$ cat config.mk
export PLATFORM = sky130hd
export DESIGN_NAME = crc32_msb_first_stream
export DESIGN_NICKNAME = d
export VERILOG_FILES = /design/src/hdl/crc32m_pkg.sv /design/src/hdl/crc32m_in_stage.sv /design/src/hdl/crc32m_step.sv /design/src/hdl/crc32_msb_first_stream.sv
export SDC_FILE = /design/constraint.sdc
export NUM_CORES = 1
export LEC_CHECK = 0
export BUFFER_PORTS_ARGS = -buffer_cell sky130_fd_sc_hd__buf_2
export CORE_ASPECT_RATIO = 0.8
export CORE_MARGIN = 4
export CORE_UTILIZATION = 60
export CTS_CLUSTER_SIZE = 25
export DETAILED_ROUTE_END_ITERATION = 6
export PLACE_DENSITY = 0.82
export RECOVER_POWER = 100
export REMOVE_ABC_BUFFERS = 1
export SLEW_MARGIN = 20
export SYNTH_ARGS = -nofsm -noshare
export SYNTH_HDL_FRONTEND = slang
export SYNTH_SLANG_ARGS = --single-unit
$ cat constraint.sdc
create_clock -name clk -period 8.55 [get_ports clk]
set_clock_uncertainty 0.15 [all_clocks]
set_input_delay 0.855 -clock clk [delete_from_list [all_inputs] [get_ports clk]]
set_output_delay 0.855 -clock clk [all_outputs]
set_load 0.005 [all_outputs]
$ cat src/hdl/crc32m_pkg.sv
// crc32m_pkg: shared types and constants for the MSB-first 32-bit CRC stream.
// Holds the input, result and handshake structs and the reset polynomial.
// No dependencies.
`timescale 1ns / 1ps

package crc32m_pkg;

  localparam int unsigned CRC_W  = 32;
  localparam int unsigned BYTE_W = 8;

  // Polynomial loaded at reset (x^32 term implied)
  localparam logic [CRC_W-1:0] CRC_RESET_POLY = 32'h04C1_0DB7;

  // One input transaction
  typedef struct packed {
    logic [BYTE_W-1:0] data_byte;
    logic              first_byte;
    logic              last_byte;
    logic [CRC_W-1:0]  start_value;
  } in_item_t;

  // One result transaction
  typedef struct packed {
    logic [CRC_W-1:0] crc_value;
    logic             is_final;
  } out_item_t;

  // Handshake state of the input stage, seen by the top level
  typedef struct packed {
    logic valid;
    logic ready;
  } stage_ctl_t;

endpackage

$ cat src/hdl/crc32m_in_stage.sv
// crc32m_in_stage: input register of the CRC pipeline.
// Captures one transaction and holds it until the result register takes it.
// Depends on crc32m_pkg.
`timescale 1ns / 1ps

module crc32m_in_stage (
  input  logic                 clk,
  input  logic                 rst_n,
  input  logic                 in_valid,
  input  crc32m_pkg::in_item_t in_data,
  input  logic                 advance,
  output crc32m_pkg::stage_ctl_t ctl,
  output crc32m_pkg::in_item_t item
);
  import crc32m_pkg::*;

  logic     valid_r;
  logic     valid_nxt;
  in_item_t item_r;
  logic     load;

  // Space when empty or when the held transaction leaves this cycle
  assign ctl.ready = !valid_r || advance;
  assign ctl.valid = valid_r;
  assign load      = in_valid && ctl.ready;

  always_comb begin
    valid_nxt = valid_r;
    if (load) begin
      valid_nxt = 1'b1;
    end else if (advance) begin
      valid_nxt = 1'b0;
    end
  end

  always_ff @(posedge clk) begin
    if (!rst_n) begin
      valid_r <= 1'b0;
    end else begin
      valid_r <= valid_nxt;
    end
  end

  // Payload needs no reset
  always_ff @(posedge clk) begin
    if (load) begin
      item_r <= in_data;
    end
  end

  assign item = item_r;

endmodule

$ cat src/hdl/crc32m_step.sv
// crc32m_step: one byte of MSB-first CRC division, eight shift/XOR steps.
// Purely combinational; sits between the input and result registers.
// Depends on crc32m_pkg.
`timescale 1ns / 1ps

module crc32m_step (
  input  logic [crc32m_pkg::CRC_W-1:0]  crc_in,
  input  logic [crc32m_pkg::BYTE_W-1:0] data_byte,
  input  logic [crc32m_pkg::CRC_W-1:0]  poly,
  output logic [crc32m_pkg::CRC_W-1:0]  crc_out
);
  import crc32m_pkg::*;

  // Byte enters the top bits, then one division step per bit
  always_comb begin
    logic [CRC_W-1:0] c;
    c = crc_in ^ {data_byte, {(CRC_W-BYTE_W){1'b0}}};
    for (int k = 0; k < BYTE_W; k++) begin
      if (c[CRC_W-1]) begin
        c = {c[CRC_W-2:0], 1'b0} ^ poly;
      end else begin
        c = {c[CRC_W-2:0], 1'b0};
      end
    end
    crc_out = c;
  end

endmodule

$ cat src/hdl/crc32_msb_first_stream.sv
// crc32_msb_first_stream: top of the MSB-first, non-reflected 32-bit CRC stream.
// Input register, byte CRC step, result register, running CRC and polynomial.
// Depends on crc32m_pkg, crc32m_in_stage and crc32m_step.
//
//  channel | ports                          | direction | payload
//  --------+--------------------------------+-----------+-----------------------
//  input   | in_valid, in_ready, in_data    | in        | byte, first, last, start
//  result  | out_valid, out_ready, out_data | out       | CRC, final flag
//  config  | cfg_we, cfg_wdata              | in        | generator polynomial
//
// A byte passes through the input register, then the result register, from
// which its result is taken; one byte is taken every cycle unless the result
// stalls, the rate set by the eight-step XOR chain closing the running-CRC loop.
// Reset clears both stage valids, the running CRC to zero and the polynomial
// to 0x04C10DB7. A stalled result holds while one more transaction waits in
// the input register.
`timescale 1ns / 1ps

module crc32_msb_first_stream (
  input  logic                        clk,
  input  logic                        rst_n,
  input  logic                        in_valid,
  output logic                        in_ready,
  input  crc32m_pkg::in_item_t        in_data,
  output logic                        out_valid,
  input  logic                        out_ready,
  output crc32m_pkg::out_item_t       out_data,
  input  logic                        cfg_we,
  input  logic [crc32m_pkg::CRC_W-1:0] cfg_wdata
);
  import crc32m_pkg::*;

  stage_ctl_t       s1_ctl;
  in_item_t         s1_item;
  logic             advance;
  logic [CRC_W-1:0] crc_base;
  logic [CRC_W-1:0] crc_new;

  logic [CRC_W-1:0] poly_r;
  logic [CRC_W-1:0] crc_r;
  logic [CRC_W-1:0] crc_nxt;
  logic             out_valid_r;
  logic             out_valid_nxt;
  out_item_t        out_data_r;

  // Input register
  crc32m_in_stage u_in_stage (
    .clk      (clk),
    .rst_n    (rst_n),
    .in_valid (in_valid),
    .in_data  (in_data),
    .advance  (advance),
    .ctl      (s1_ctl),
    .item     (s1_item)
  );

  assign in_ready = s1_ctl.ready;

  // Transaction moves on when the result register is free or being emptied
  assign advance = s1_ctl.valid && (!out_valid_r || out_ready);

  // First byte restarts from the caller's start value
  assign crc_base = s1_item.first_byte ? s1_item.start_value : crc_r;

  crc32m_step u_step (
    .crc_in    (crc_base),
    .data_byte (s1_item.data_byte),
    .poly      (poly_r),
    .crc_out   (crc_new)
  );

  // Polynomial register
  always_ff @(posedge clk) begin
    if (!rst_n) begin
      poly_r <= CRC_RESET_POLY;
    end else if (cfg_we) begin
      poly_r <= cfg_wdata;
    end
  end

  // Running CRC and result valid
  always_comb begin
    crc_nxt       = crc_r;
    out_valid_nxt = out_valid_r;
    if (advance) begin
      crc_nxt       = crc_new;
      out_valid_nxt = 1'b1;
    end else if (out_ready) begin
      out_valid_nxt = 1'b0;
    end
  end

  always_ff @(posedge clk) begin
    if (!rst_n) begin
      crc_r       <= '0;
      out_valid_r <= 1'b0;
    end else begin
      crc_r       <= crc_nxt;
      out_valid_r <= out_valid_nxt;
    end
  end

  // Result payload
  always_ff @(posedge clk) begin
    if (advance) begin
      out_data_r.crc_value <= crc_new;
      out_data_r.is_final  <= s1_item.last_byte;
    end
  end

  assign out_valid = out_valid_r;
  assign out_data  = out_data_r;

`ifndef SYNTHESIS
  // A held result always matches the running CRC
  a_result_matches_crc: assert property (@(posedge clk) disable iff (!rst_n)
    out_valid_r |-> out_data_r.crc_value == crc_r)
    else $error("result CRC differs from running CRC");

  // An accepted input transaction lands in the input register
  a_accept_loads: assert property (@(posedge clk) disable iff (!rst_n)
    (in_valid && in_ready) |=> s1_ctl.valid)
    else $error("accepted transaction lost at input register");

  // A held transaction that cannot move on stays put
  a_hold_when_blocked: assert property (@(posedge clk) disable iff (!rst_n)
    (s1_ctl.valid && !advance) |=> s1_ctl.valid)
    else $error("input register dropped a blocked transaction");

  // Moving a transaction on always yields a result next cycle
  a_advance_gives_result: assert property (@(posedge clk) disable iff (!rst_n)
    advance |=> out_valid_r)
    else $error("no result after transaction advanced");
`endif

endmodule
==> results.py, run 1 <==
metrics = {
    "yosys": {
        "seq_area_frac_synth_pct": 35.5,
        "ys_types": 68,
        "synth.largest_area_cell": "sky130_fd_sc_hd__edfxtp_1",
        "synth-seq-cells": 141,
        "avgSynthCellArea_um2": 9.43,
        "synth_edf_count": 75,
        "syn-cell-area_um2": 10100,
        "yosysMostFrequentCell": "sky130_fd_sc_hd__nand2_1",
        "most_common_library_cells_after_synthesis": "197 x sky130_fd_sc_hd__nand2_1, 143 x sky130_fd_sc_hd__xnor2_1, 95 x sky130_fd_sc_hd__mux2i_1",
        "yosysWarnings": 0,
        "dominantRegCellSynth": "sky130_fd_sc_hd__edfxtp_1",
        "fraction_of_post_synthesis_cell_area_in_the_top_cell_type_by_area_pct": 22.4,
        "synthArstFlopShare_pct": 0,
        "number_of_standard_cells_after_synthesis": 1068,
        "synth_area_leaders": "sky130_fd_sc_hd__edfxtp_1 22%, sky130_fd_sc_hd__dfxtp_1 13%, sky130_fd_sc_hd__xnor2_1 12%",
    },
    "drt": {
        "ant_nets": 0,
        "drt_first_iter_violations": 698,
        "detail_route.drc_violations": 0,
        "vias_per_cell": 5.70,
        "wirelength_met1_mm": 10.3,
        "detail_route.wirelength_mm": 23.0,
        "route.met3.wl_mm": 1.55,
        "route.vias.total": 7654,
        "top_layer": "met4",
        "detailedRoute.firstPassIterationCount": 7,
        "route.met2.wl_mm": 10.9,
        "routed_wire_length_per_instance_um": 17.1,
    },
    "sta": {
        "fin_crit_ps": 7650,
        "finalHoldViolations": 0,
        "worst_pin_slew_ps": 4270,
        "fin_tns_setup_ps": 0,
        "report.final.slew_viol_count": 211,
        "rsz0062_at_grt": "no",
        "setup_violations": 0,
        "maxClockFrequency_mhz": 131,
        "relSlewSlack_pct": -185,
        "post-route-period-util_pct": 89.5,
    },
    "critical_path": {
        "required_ps": 8720,
        "criticalPathCategory": "flop to flop",
        "worst_setup_path_end_kind": "flop",
        "ff2ff_setup_slack_ps": 900,
        "cp-start-kind": "flop",
        "critPathMaxFanout": 39,
        "startpoint": "u_in_stage.item[33]",
        "worst_reg2reg_path_startpoint": "u_in_stage.item[33]",
        "worst_r2r_endpoint": "crc_r[4]",
        "r2r_cells": 13,
        "timing.critical_path.arrival_ps": 7820,
    },
    "floorplan": {
        "rows": 42,
        "fp.dieW_um": 153,
        "start_util_pct": 61.1,
        "core_region_area_um2": 16500,
        "i_o_pin_count": 114,
        "die_height_um": 124,
        "die_area_um2": 18900,
    },
    "finish": {
        "post_route_cells_drive_above_1_share_pct": 14.2,
        "layout.core_utilization_pct": 67.6,
        "diodes": 0,
        "finalNonFillerCells": 1343,
        "flow.area_growth_from_synthesis_pct": 10.7,
        "design.final.nets": 1189,
        "layout.filler_cells": 1308,
        "fin_area_um2": 11200,
    },
    "global_routing": {
        "first_pass_grt_wire_length_mm": 36.9,
        "pin_count_of_the_biggest_net_entering_global_routing": 98,
        "antenna_found_initial": 0,
        "number_of_global_route_vias_before_repair": 7149,
        "grt_usage_pct": 24.4,
        "global_route.overflow_total": 0,
    },
    "cts": {
        "insertion_delay_ps": 430,
        "clock_tree.root_cell": "sky130_fd_sc_hd__clkbuf_16",
        "ctsResizeCount": 0,
        "cts_hold_repair.buffers": 0,
        "cts.htree.levels": 4,
        "clock_tree_sinks": 141,
        "tritoncts": "yes",
        "numCtsBuffers": 17,
        "worst_setup_hold_path_clk_slew_ps": 60,
        "number_of_buffers_on_the_longest_clock_path": 2,
        "post_cts.repair.setup_buffers": 0,
    },
    "hold_path": {
        "worst_hold_path.num_cells": 0,
        "min_path_type": "flop to flop",
        "worstHoldEndpoint": "out_data[0]",
        "hold_path.startpoint": "u_in_stage.item[32]",
    },
    "outcome": {
        "run_status": "complete, but fails checks",
        "failed_checks": "max-capacitance violations, max-slew violations",
    },
    "place": {
        "gpl.final_weighted_congestion": 0.863,
        "placedCellCount": 1311,
        "place.detailed.hpwl_mm": 15.0,
        "dpl-instance-area_um2": 10600,
        "placement.io_buffers": 113,
    },
    "power_and_ir_drop": {
        "power.total_mw": 3.63,
        "irDropWorstVdd_v": 0.000159,
        "power_density_nw_per_um2": 325,
        "p_leak_nw": 4.82,
    },
    "run": {
        "drv_cap": 3,
    },
}
==> state kept, by name, summed over array words and instances, names as in the netlist <==
signal and count:
crc_r 32, u_in_stage.valid_r 1, out_valid 1, u_in_stage.item 42, out_data 33, poly_r 32
==> stage by stage <==
stage | worst slack [ps] | hold WS, ps
after floorplan | 129 | 250
after global placement | 1710 | 250
after detailed placement | 1420 | 258
after CTS | 1320 | 274
after global routing | 498 | 288
final | 899 | 270
==> worst max-delay path, cell delays in order (launching register included) <==
cell and delay [ps]:
sky130_fd_sc_hd__edfxtp_1 1000, sky130_fd_sc_hd__mux2i_1 400, sky130_fd_sc_hd__xor2_1 760, sky130_fd_sc_hd__mux2i_1 250, sky130_fd_sc_hd__a32o_1 370, sky130_fd_sc_hd__a31oi_4 840
sky130_fd_sc_hd__o2111a_1 390, sky130_fd_sc_hd__o21a_1 250, sky130_fd_sc_hd__o211a_1 700, sky130_fd_sc_hd__o21ai_0 210, sky130_fd_sc_hd__xnor3_2 1180, sky130_fd_sc_hd__mux2i_1 320
sky130_fd_sc_hd__xnor3_1 460, sky130_fd_sc_hd__a31o_1 220
==> kinds of logic after synthesis <==
group	count (synthesis)	share of synthesized area [%]
AOI/OAI and AO/OA	179	11.8
xor gates and xnor gates	213	23.5
buffers and inverters	135	5.43
DFF	141	35.5
muxes	97	9.88
and+or+nand+nor	303	13.9
==> area by class of cell <==
cell class / count / area (um2) / share of cell area, %
inverter: 32 / 120 / 1.08
sequential: 141 / 3570 / 32.0
clock inverter: 14 / 159 / 1.42
multi-input combinational: 792 / 5970 / 53.5
clock buffer: 18 / 429 / 3.85
tap: 220 / 275 / 2.47
timing repair buffer: 126 / 629 / 5.64
==> worst max-delay path by stage <==
stage	end	slack, ps	depth (start not counted)
global route	crc_r[4]	500	13
finish	crc_r[4]	900	13
floorplan	crc_r[2]	130	13
detailed placement	crc_r[6]	1420	13
global placement	crc_r[4]	1710	13
CTS	crc_r[4]	1320	13
==> where the power goes <==
part           internal [mW]  switching (mW)  leakage, nW  total [mW]
Clock                  0.434           0.307        0.277       0.741
Sequential             0.922          0.0755         1.26       0.998
Combinational          0.926           0.965         3.27        1.89
==> cells in the final DEF (no fill, tap or decap), types with 33 or more instances in the layout <==
cell	Yosys	final
sky130_fd_sc_hd__buf_2	5	92
sky130_fd_sc_hd__xnor2_1	143	142
sky130_fd_sc_hd__mux2i_1	95	96
sky130_fd_sc_hd__edfxtp_1	75	75
sky130_fd_sc_hd__a21oi_1	44	44
sky130_fd_sc_hd__dfxtp_1	66	66
sky130_fd_sc_hd__o21ai_0	58	59
sky130_fd_sc_hd__xor2_1	32	33
sky130_fd_sc_hd__and3_1	33	33
sky130_fd_sc_hd__nand2_1	197	197
==> metal layers <==
metal  up-vias  GRT usage, %
li1       3707             -
met1      3652          32.9
met2       270          40.5
met3        25          5.52
met4         0          5.90
met5         -             0
(Power assumes the default switching activity.)
==> run 2, diff against run 1 <==
Settings changed: ABC_AREA set to 1, PLACE_DENSITY 0.82 to 0.81.
==> run 2 against run 1 <==
Compared with the run above:
- the run still ends with max-capacitance violations, max-slew violations left
- die area is 2.5% higher
- sequential cell count unchanged
- highest routed layer unchanged
- combinational power shrank 22%
- critical endpoint is now crc_r[1]
- final cell count increased by 36%
- maximum frequency grew 6.1%
- wire length rose by 14%
- clock power down 2%
- largest cell class unchanged
- critical path depth is 16 higher
- critical path type unchanged
==> results.py, run 2 <==
metrics = {
    "cts": {
        "tritoncts": "yes",
        "numCtsBuffers": 17,
        "insertion_delay_ps": 440,
        "cts.htree.levels": 4,
        "number_of_buffers_on_the_longest_clock_path": 2,
        "clock_tree_sinks": 141,
        "worst_setup_hold_path_clk_slew_ps": 60,
        "post_cts.repair.setup_buffers": 0,
        "cts_hold_repair.buffers": 0,
        "ctsResizeCount": 0,
        "clock_tree.root_cell": "sky130_fd_sc_hd__clkbuf_16",
    },
    "finish": {
        "largest_register_ffs": 42,
        "layout_common_cells": "483 x sky130_fd_sc_hd__nand2_1, 195 x sky130_fd_sc_hd__inv_1, 195 x sky130_fd_sc_hd__nand3_1, 99 x sky130_fd_sc_hd__nor2_1, 97 x sky130_fd_sc_hd__buf_2",
        "fin_area_um2": 11300,
        "layout.cells.most_common": "sky130_fd_sc_hd__nand2_1",
        "post_route_cells_drive_above_1_share_pct": 11.9,
        "diodes": 0,
        "flow.area_growth_from_synthesis_pct": 8.86,
        "layout.filler_cells": 1465,
        "design.final.nets": 1669,
    },
    "critical_path": {
        "required_ps": 8790,
        "dominant_cell_type_by_count_on_the_critical_path": "sky130_fd_sc_hd__nand2_4",
        "cp-start-kind": "flop",
        "timing.critical_path.arrival_ps": 7450,
        "maximum_single_stage_delay_on_the_critical_path_ps": 1280,
        "critPathMaxFanout": 60,
        "worst_setup_path_end_kind": "flop",
        "criticalPathCategory": "flop to flop",
        "critical_path.slowest_cell": "sky130_fd_sc_hd__nor2_2",
    },
    "yosys": {
        "most_common_library_cells_after_synthesis": "482 x sky130_fd_sc_hd__nand2_1, 194 x sky130_fd_sc_hd__inv_1, 194 x sky130_fd_sc_hd__nand3_1",
        "seq_area_frac_synth_pct": 34.5,
        "number_of_standard_cells_after_synthesis": 1544,
        "yosysMostFrequentCell": "sky130_fd_sc_hd__nand2_1",
        "synth_edf_count": 75,
        "synth.largest_area_cell": "sky130_fd_sc_hd__edfxtp_1",
        "fraction_of_post_synthesis_cell_area_in_the_top_cell_type_by_area_pct": 21.8,
        "ys_types": 32,
        "syn-cell-area_um2": 10300,
        "avgSynthCellArea_um2": 6.70,
        "synth_area_leaders": "sky130_fd_sc_hd__edfxtp_1 22%, sky130_fd_sc_hd__nand2_1 17%, sky130_fd_sc_hd__dfxtp_1 13%",
        "synth-seq-cells": 141,
        "synthArstFlopShare_pct": 0,
        "yosysWarnings": 0,
        "dominantRegCellSynth": "sky130_fd_sc_hd__edfxtp_1",
    },
    "drt": {
        "detail_route.wirelength_mm": 26.3,
        "detailedRoute.firstPassIterationCount": 6,
        "route.vias.total": 9709,
        "drt_first_iter_violations": 835,
        "routed_wire_length_per_instance_um": 14.4,
        "ant_nets": 0,
        "detail_route.drc_violations": 0,
        "vias_per_cell": 5.33,
    },
    "global_routing": {
        "number_of_global_route_vias_before_repair": 8709,
        "pin_count_of_the_biggest_net_entering_global_routing": 61,
        "global_route.overflow_total": 0,
        "first_pass_grt_wire_length_mm": 43.0,
        "antenna_found_initial": 0,
        "grt_usage_pct": 27.3,
    },
    "hold_path": {
        "min_path_type": "flop to flop",
    },
    "run": {
        "drv_cap": 7,
    },
    "sta": {
        "maxClockFrequency_mhz": 139,
        "report.final.slew_viol_count": 260,
        "finalHoldViolations": 0,
        "relSlewSlack_pct": -46.5,
        "fin_crit_ps": 7210,
        "setup_violations": 0,
        "worst_pin_slew_ps": 2200,
        "setup_slack_ps": 1340,
        "rsz0062_at_grt": "no",
        "post-route-period-util_pct": 84.3,
        "fin_tns_setup_ps": 0,
    },
    "power_and_ir_drop": {
        "irDropWorstVdd_v": 0.000165,
        "p_leak_nw": 5.68,
        "power.total_mw": 3.09,
        "power_density_nw_per_um2": 275,
    },
    "place": {
        "dpl-instance-area_um2": 10700,
        "gpl.final_weighted_congestion": 0.917,
        "placement.setup.worst_slack_ps": 2130,
        "placement.io_buffers": 113,
        "place.detailed.hpwl_mm": 16.9,
    },
    "floorplan": {
        "rows": 42,
        "die_height_um": 125,
        "start_util_pct": 61.9,
        "core_region_area_um2": 16700,
        "die_area_um2": 19400,
        "fp.dieW_um": 155,
        "i_o_pin_count": 114,
    },
    "outcome": {
        "failed_checks": "max-capacitance violations, max-slew violations",
        "run_status": "complete, but fails checks",
    },
}
[run 2: final timing paths]
| kind | cells after the start | slack [ps] | endpoint | startpoint |
|---|---|---|---|---|
| setup / recovery | 29 | 1340 | crc_r[1] | u_in_stage.item[33] |
| hold / removal | 0 | 270 | out_data[0] | u_in_stage.item[32] |
| setup reg to reg | 29 | 1340 | crc_r[1] | u_in_stage.item[33] |
| hold reg to reg | 0 | 270 | out_data[0] | u_in_stage.item[32] |
[run 2: worst max-delay path: cells and delay by family (launching register included)]
family | cells | cell delay [ps]
AO/OA/AOI/OAI | 1 | 390
flip-flops | 1 | 380
buffers and inverters | 5 | 1230
AND/OR/NAND/NOR | 23 | 4950
[run 2: stage by stage]
stage          util (%)  hold WS [ps]  cells
2_1_floorplan         -           250   1449
3_3_place_gp       64.3           254   1791
3_5_place_dp       64.3           256   1791
4_1_cts            67.7           271   1823
5_1_grt            67.4           288   1823
6_report           67.4           269   1823
[run 2: metal layers]
layer	vias to the layer above	global-route usage, %	wire, um
met4	0	8.20	483
met2	393	43.0	11800
met3	42	5.60	2240
met5	-	0	0
li1	4923	-	-
met1	4351	38.1	11800
[run 2: kinds of logic (layout without fill, tap and decap cells)]
logic type | after synthesis | in the layout | share of synthesized area, %
AO/OA/AOI/OAI | 143 | 143 | 7.01
buffers and inverters | 303 | 362 | 12.5
XOR/XNOR | 116 | 116 | 9.89
multiplexers | 5 | 5 | 0.484
AND/OR/NAND/NOR | 836 | 836 | 35.6
flip-flops | 141 | 141 | 34.5
[run 2: area by class of cell]
type	count	area, um2	share of cell area [%]
inverter	208	781	6.93
clock buffer	18	429	3.81
clock inverter	14	134	1.19
tap	220	275	2.44
timing repair buffer	122	599	5.32
multi-input combinational	1100	5470	48.6
sequential	141	3570	31.7
[run 2: report_power, final]
group	switching, mW	internal [mW]	total, mW
sequential	0.0579	0.834	0.892
clock	0.318	0.405	0.723
combinational	0.966	0.512	1.48
total	1.34	1.75	3.09
==> run 3, diff against run 2 <==
Settings changed: ABC_AREA 1 to 0, PLACE_DENSITY 0.81 to 0.82.
Clock period 8.55 ns to 7.5 ns, I/O delays scaled along.
==> run 3 against run 2 <==
Compared with the run above:
- the flow still finishes with violations (max-capacitance violations, max-slew violations)
- worst setup slack worse by 550 ps
- global-route usage is 2.2 points lower
- sequential share of layout area is 0.16 points higher
==> results.py, run 3 (same netlist as run 1, synthesis figures left out) <==
metrics = {
    "sta": {
        "setup_violations": 0,
        "maxClockFrequency_mhz": 149,
        "rsz0062_at_grt": "no",
        "fin_tns_setup_ps": 0,
        "worst_pin_slew_ps": 4210,
        "post-route-period-util_pct": 89.4,
        "report.final.slew_viol_count": 211,
        "relSlewSlack_pct": -181,
        "fin_crit_ps": 6700,
        "finalHoldViolations": 0,
    },
    "cts": {
        "post_cts.repair.setup_buffers": 0,
        "numCtsBuffers": 17,
        "worst_setup_hold_path_clk_slew_ps": 60,
        "cts_hold_repair.buffers": 0,
        "tritoncts": "yes",
        "number_of_buffers_on_the_longest_clock_path": 2,
        "cts.htree.levels": 4,
        "insertion_delay_ps": 430,
        "clock_tree_sinks": 141,
        "ctsResizeCount": 0,
        "clock_tree.root_cell": "sky130_fd_sc_hd__clkbuf_16",
    },
    "hold_path": {
        "min_path_type": "flop to flop",
        "worst_hold_path.num_cells": 0,
        "worstHoldEndpoint": "out_data[0]",
        "hold_path.startpoint": "u_in_stage.item[32]",
    },
    "finish": {
        "layout.cells.most_common": "sky130_fd_sc_hd__nand2_1",
        "largest_register_ffs": 42,
        "layout_common_cells": "197 x sky130_fd_sc_hd__nand2_1, 142 x sky130_fd_sc_hd__xnor2_1, 96 x sky130_fd_sc_hd__mux2i_1, 90 x sky130_fd_sc_hd__buf_2, 75 x sky130_fd_sc_hd__edfxtp_1",
        "finalNonFillerCells": 1343,
        "design.final.nets": 1189,
        "diodes": 0,
        "post_route_cells_drive_above_1_share_pct": 14.0,
        "flow.area_growth_from_synthesis_pct": 11.2,
    },
    "place": {
        "placedCellCount": 1311,
        "place.detailed.hpwl_mm": 14.6,
        "gpl.final_weighted_congestion": 0.892,
        "placement.io_buffers": 113,
    },
    "outcome": {
        "failed_checks": "max-capacitance violations, max-slew violations",
        "run_status": "complete, but fails checks",
    },
    "floorplan": {
        "i_o_pin_count": 114,
        "start_util_pct": 61.1,
        "die_height_um": 124,
        "rows": 42,
        "fp.dieW_um": 153,
        "die_area_um2": 18900,
        "core_region_area_um2": 16500,
    },
    "drt": {
        "routed_wire_length_per_instance_um": 17.2,
        "ant_nets": 0,
        "drt_first_iter_violations": 704,
        "route.vias.total": 7628,
        "detailedRoute.firstPassIterationCount": 5,
        "vias_per_cell": 5.68,
        "detail_route.drc_violations": 0,
        "detail_route.wirelength_mm": 23.1,
    },
    "run": {
        "drv_cap": 3,
    },
    "critical_path": {
        "worst_r2r_endpoint": "crc_r[4]",
        "worst_setup_path_end_kind": "flop",
        "timing.critical_path.arrival_ps": 6880,
        "r2r_cells": 15,
        "criticalPathCategory": "flop to flop",
        "critPathMaxFanout": 32,
        "required_ps": 7670,
        "worst_reg2reg_path_startpoint": "u_in_stage.item[33]",
        "cp-start-kind": "flop",
        "ff2ff_setup_slack_ps": 800,
    },
    "global_routing": {
        "number_of_global_route_vias_before_repair": 7332,
        "global_route.overflow_total": 0,
        "first_pass_grt_wire_length_mm": 38.1,
        "pin_count_of_the_biggest_net_entering_global_routing": 98,
        "antenna_found_initial": 1,
        "grt_usage_pct": 25.1,
    },
    "power_and_ir_drop": {
        "irDropWorstVdd_v": 0.000223,
        "power_density_nw_per_um2": 373,
        "p_leak_nw": 4.84,
    },
}
## run 3: cell types whose count changed in the layout (fill, tap and decap cells not counted), moves of 25 or more
cell	change
sky130_fd_sc_hd__xnor2_1	+74
sky130_fd_sc_hd__nor2_1	-86
sky130_fd_sc_hd__nand2_1	-286
sky130_fd_sc_hd__inv_1	-163
sky130_fd_sc_hd__mux2i_1	+91
sky130_fd_sc_hd__and3_1	+33
sky130_fd_sc_hd__nand3_1	-191
sky130_fd_sc_hd__nor2b_1	+25
sky130_fd_sc_hd__xnor3_1	+30
sky130_fd_sc_hd__a21boi_0	+27
## run 3: layout make-up
type                    count  area (um2)
flip-flops and latches    141        3570
clock inverters            13         189
repair buffers            126         627
inverters                  32         120
multi-input cells         792        5990
clock buffers              19         433
well taps                 220         275
fillers                  1305        5290
## run 3: worst max path at each step
stage / from / to / depth (start not counted)
finish: u_in_stage.item[33] / crc_r[4] / 15
global route: u_in_stage.item[33] / crc_r[30] / 15
CTS: u_in_stage.item[33] / crc_r[4] / 15
detailed placement: u_in_stage.item[33] / crc_r[4] / 15
global placement: u_in_stage.item[33] / crc_r[6] / 15
floorplan: u_in_stage.item[33] / crc_r[2] / 13
## run 3: per-layer routing
metal / vias to the layer above / wire [um] / GRT usage, %
met5: - / 7 / 0
met4: 2 / 509 / 8.85
met3: 37 / 1400 / 5.38
met2: 233 / 10600 / 39.7
met1: 3658 / 10600 / 34.7
li1: 3698 / - / -
## run 3: metrics by stage
stage | worst slack, ps | area [um2] | power (mW) | hold WS, ps | util (%)
after floorplan | -921 | 9650 | 2.80 | 250 | -
after global placement | 1170 | 10600 | 3.23 | 251 | 64.5
after detailed placement | 933 | 10600 | 3.28 | 259 | 64.5
after CTS | 923 | 11300 | 4.20 | 273 | 68.2
after global routing | 381 | 11200 | 4.44 | 274 | 67.9
final | 796 | 11200 | 4.18 | 271 | 67.9
## run 3: report_power, final
part,switching (mW),leakage (nW),internal (mW)
clock network,0.336,0.300,0.559
logic,1.09,3.27,1.06
registers,0.0837,1.26,1.05
total,1.51,4.84,2.67
## run 3: worst max-delay path, stage by stage (launching register included)
cell                       delay, ps
sky130_fd_sc_hd__edfxtp_1        440
sky130_fd_sc_hd__buf_4           240
sky130_fd_sc_hd__mux2i_1         390
sky130_fd_sc_hd__xor2_2          500
sky130_fd_sc_hd__mux2i_1         220
sky130_fd_sc_hd__a32o_1          350
sky130_fd_sc_hd__a31oi_4         530
sky130_fd_sc_hd__buf_4           350
sky130_fd_sc_hd__nor4b_1         120
sky130_fd_sc_hd__nor3_1          760
sky130_fd_sc_hd__xnor2_4         420
sky130_fd_sc_hd__nand2_1         140
sky130_fd_sc_hd__xnor3_2         960
sky130_fd_sc_hd__mux2i_1         300
sky130_fd_sc_hd__xnor3_1         460
sky130_fd_sc_hd__a31o_1          240
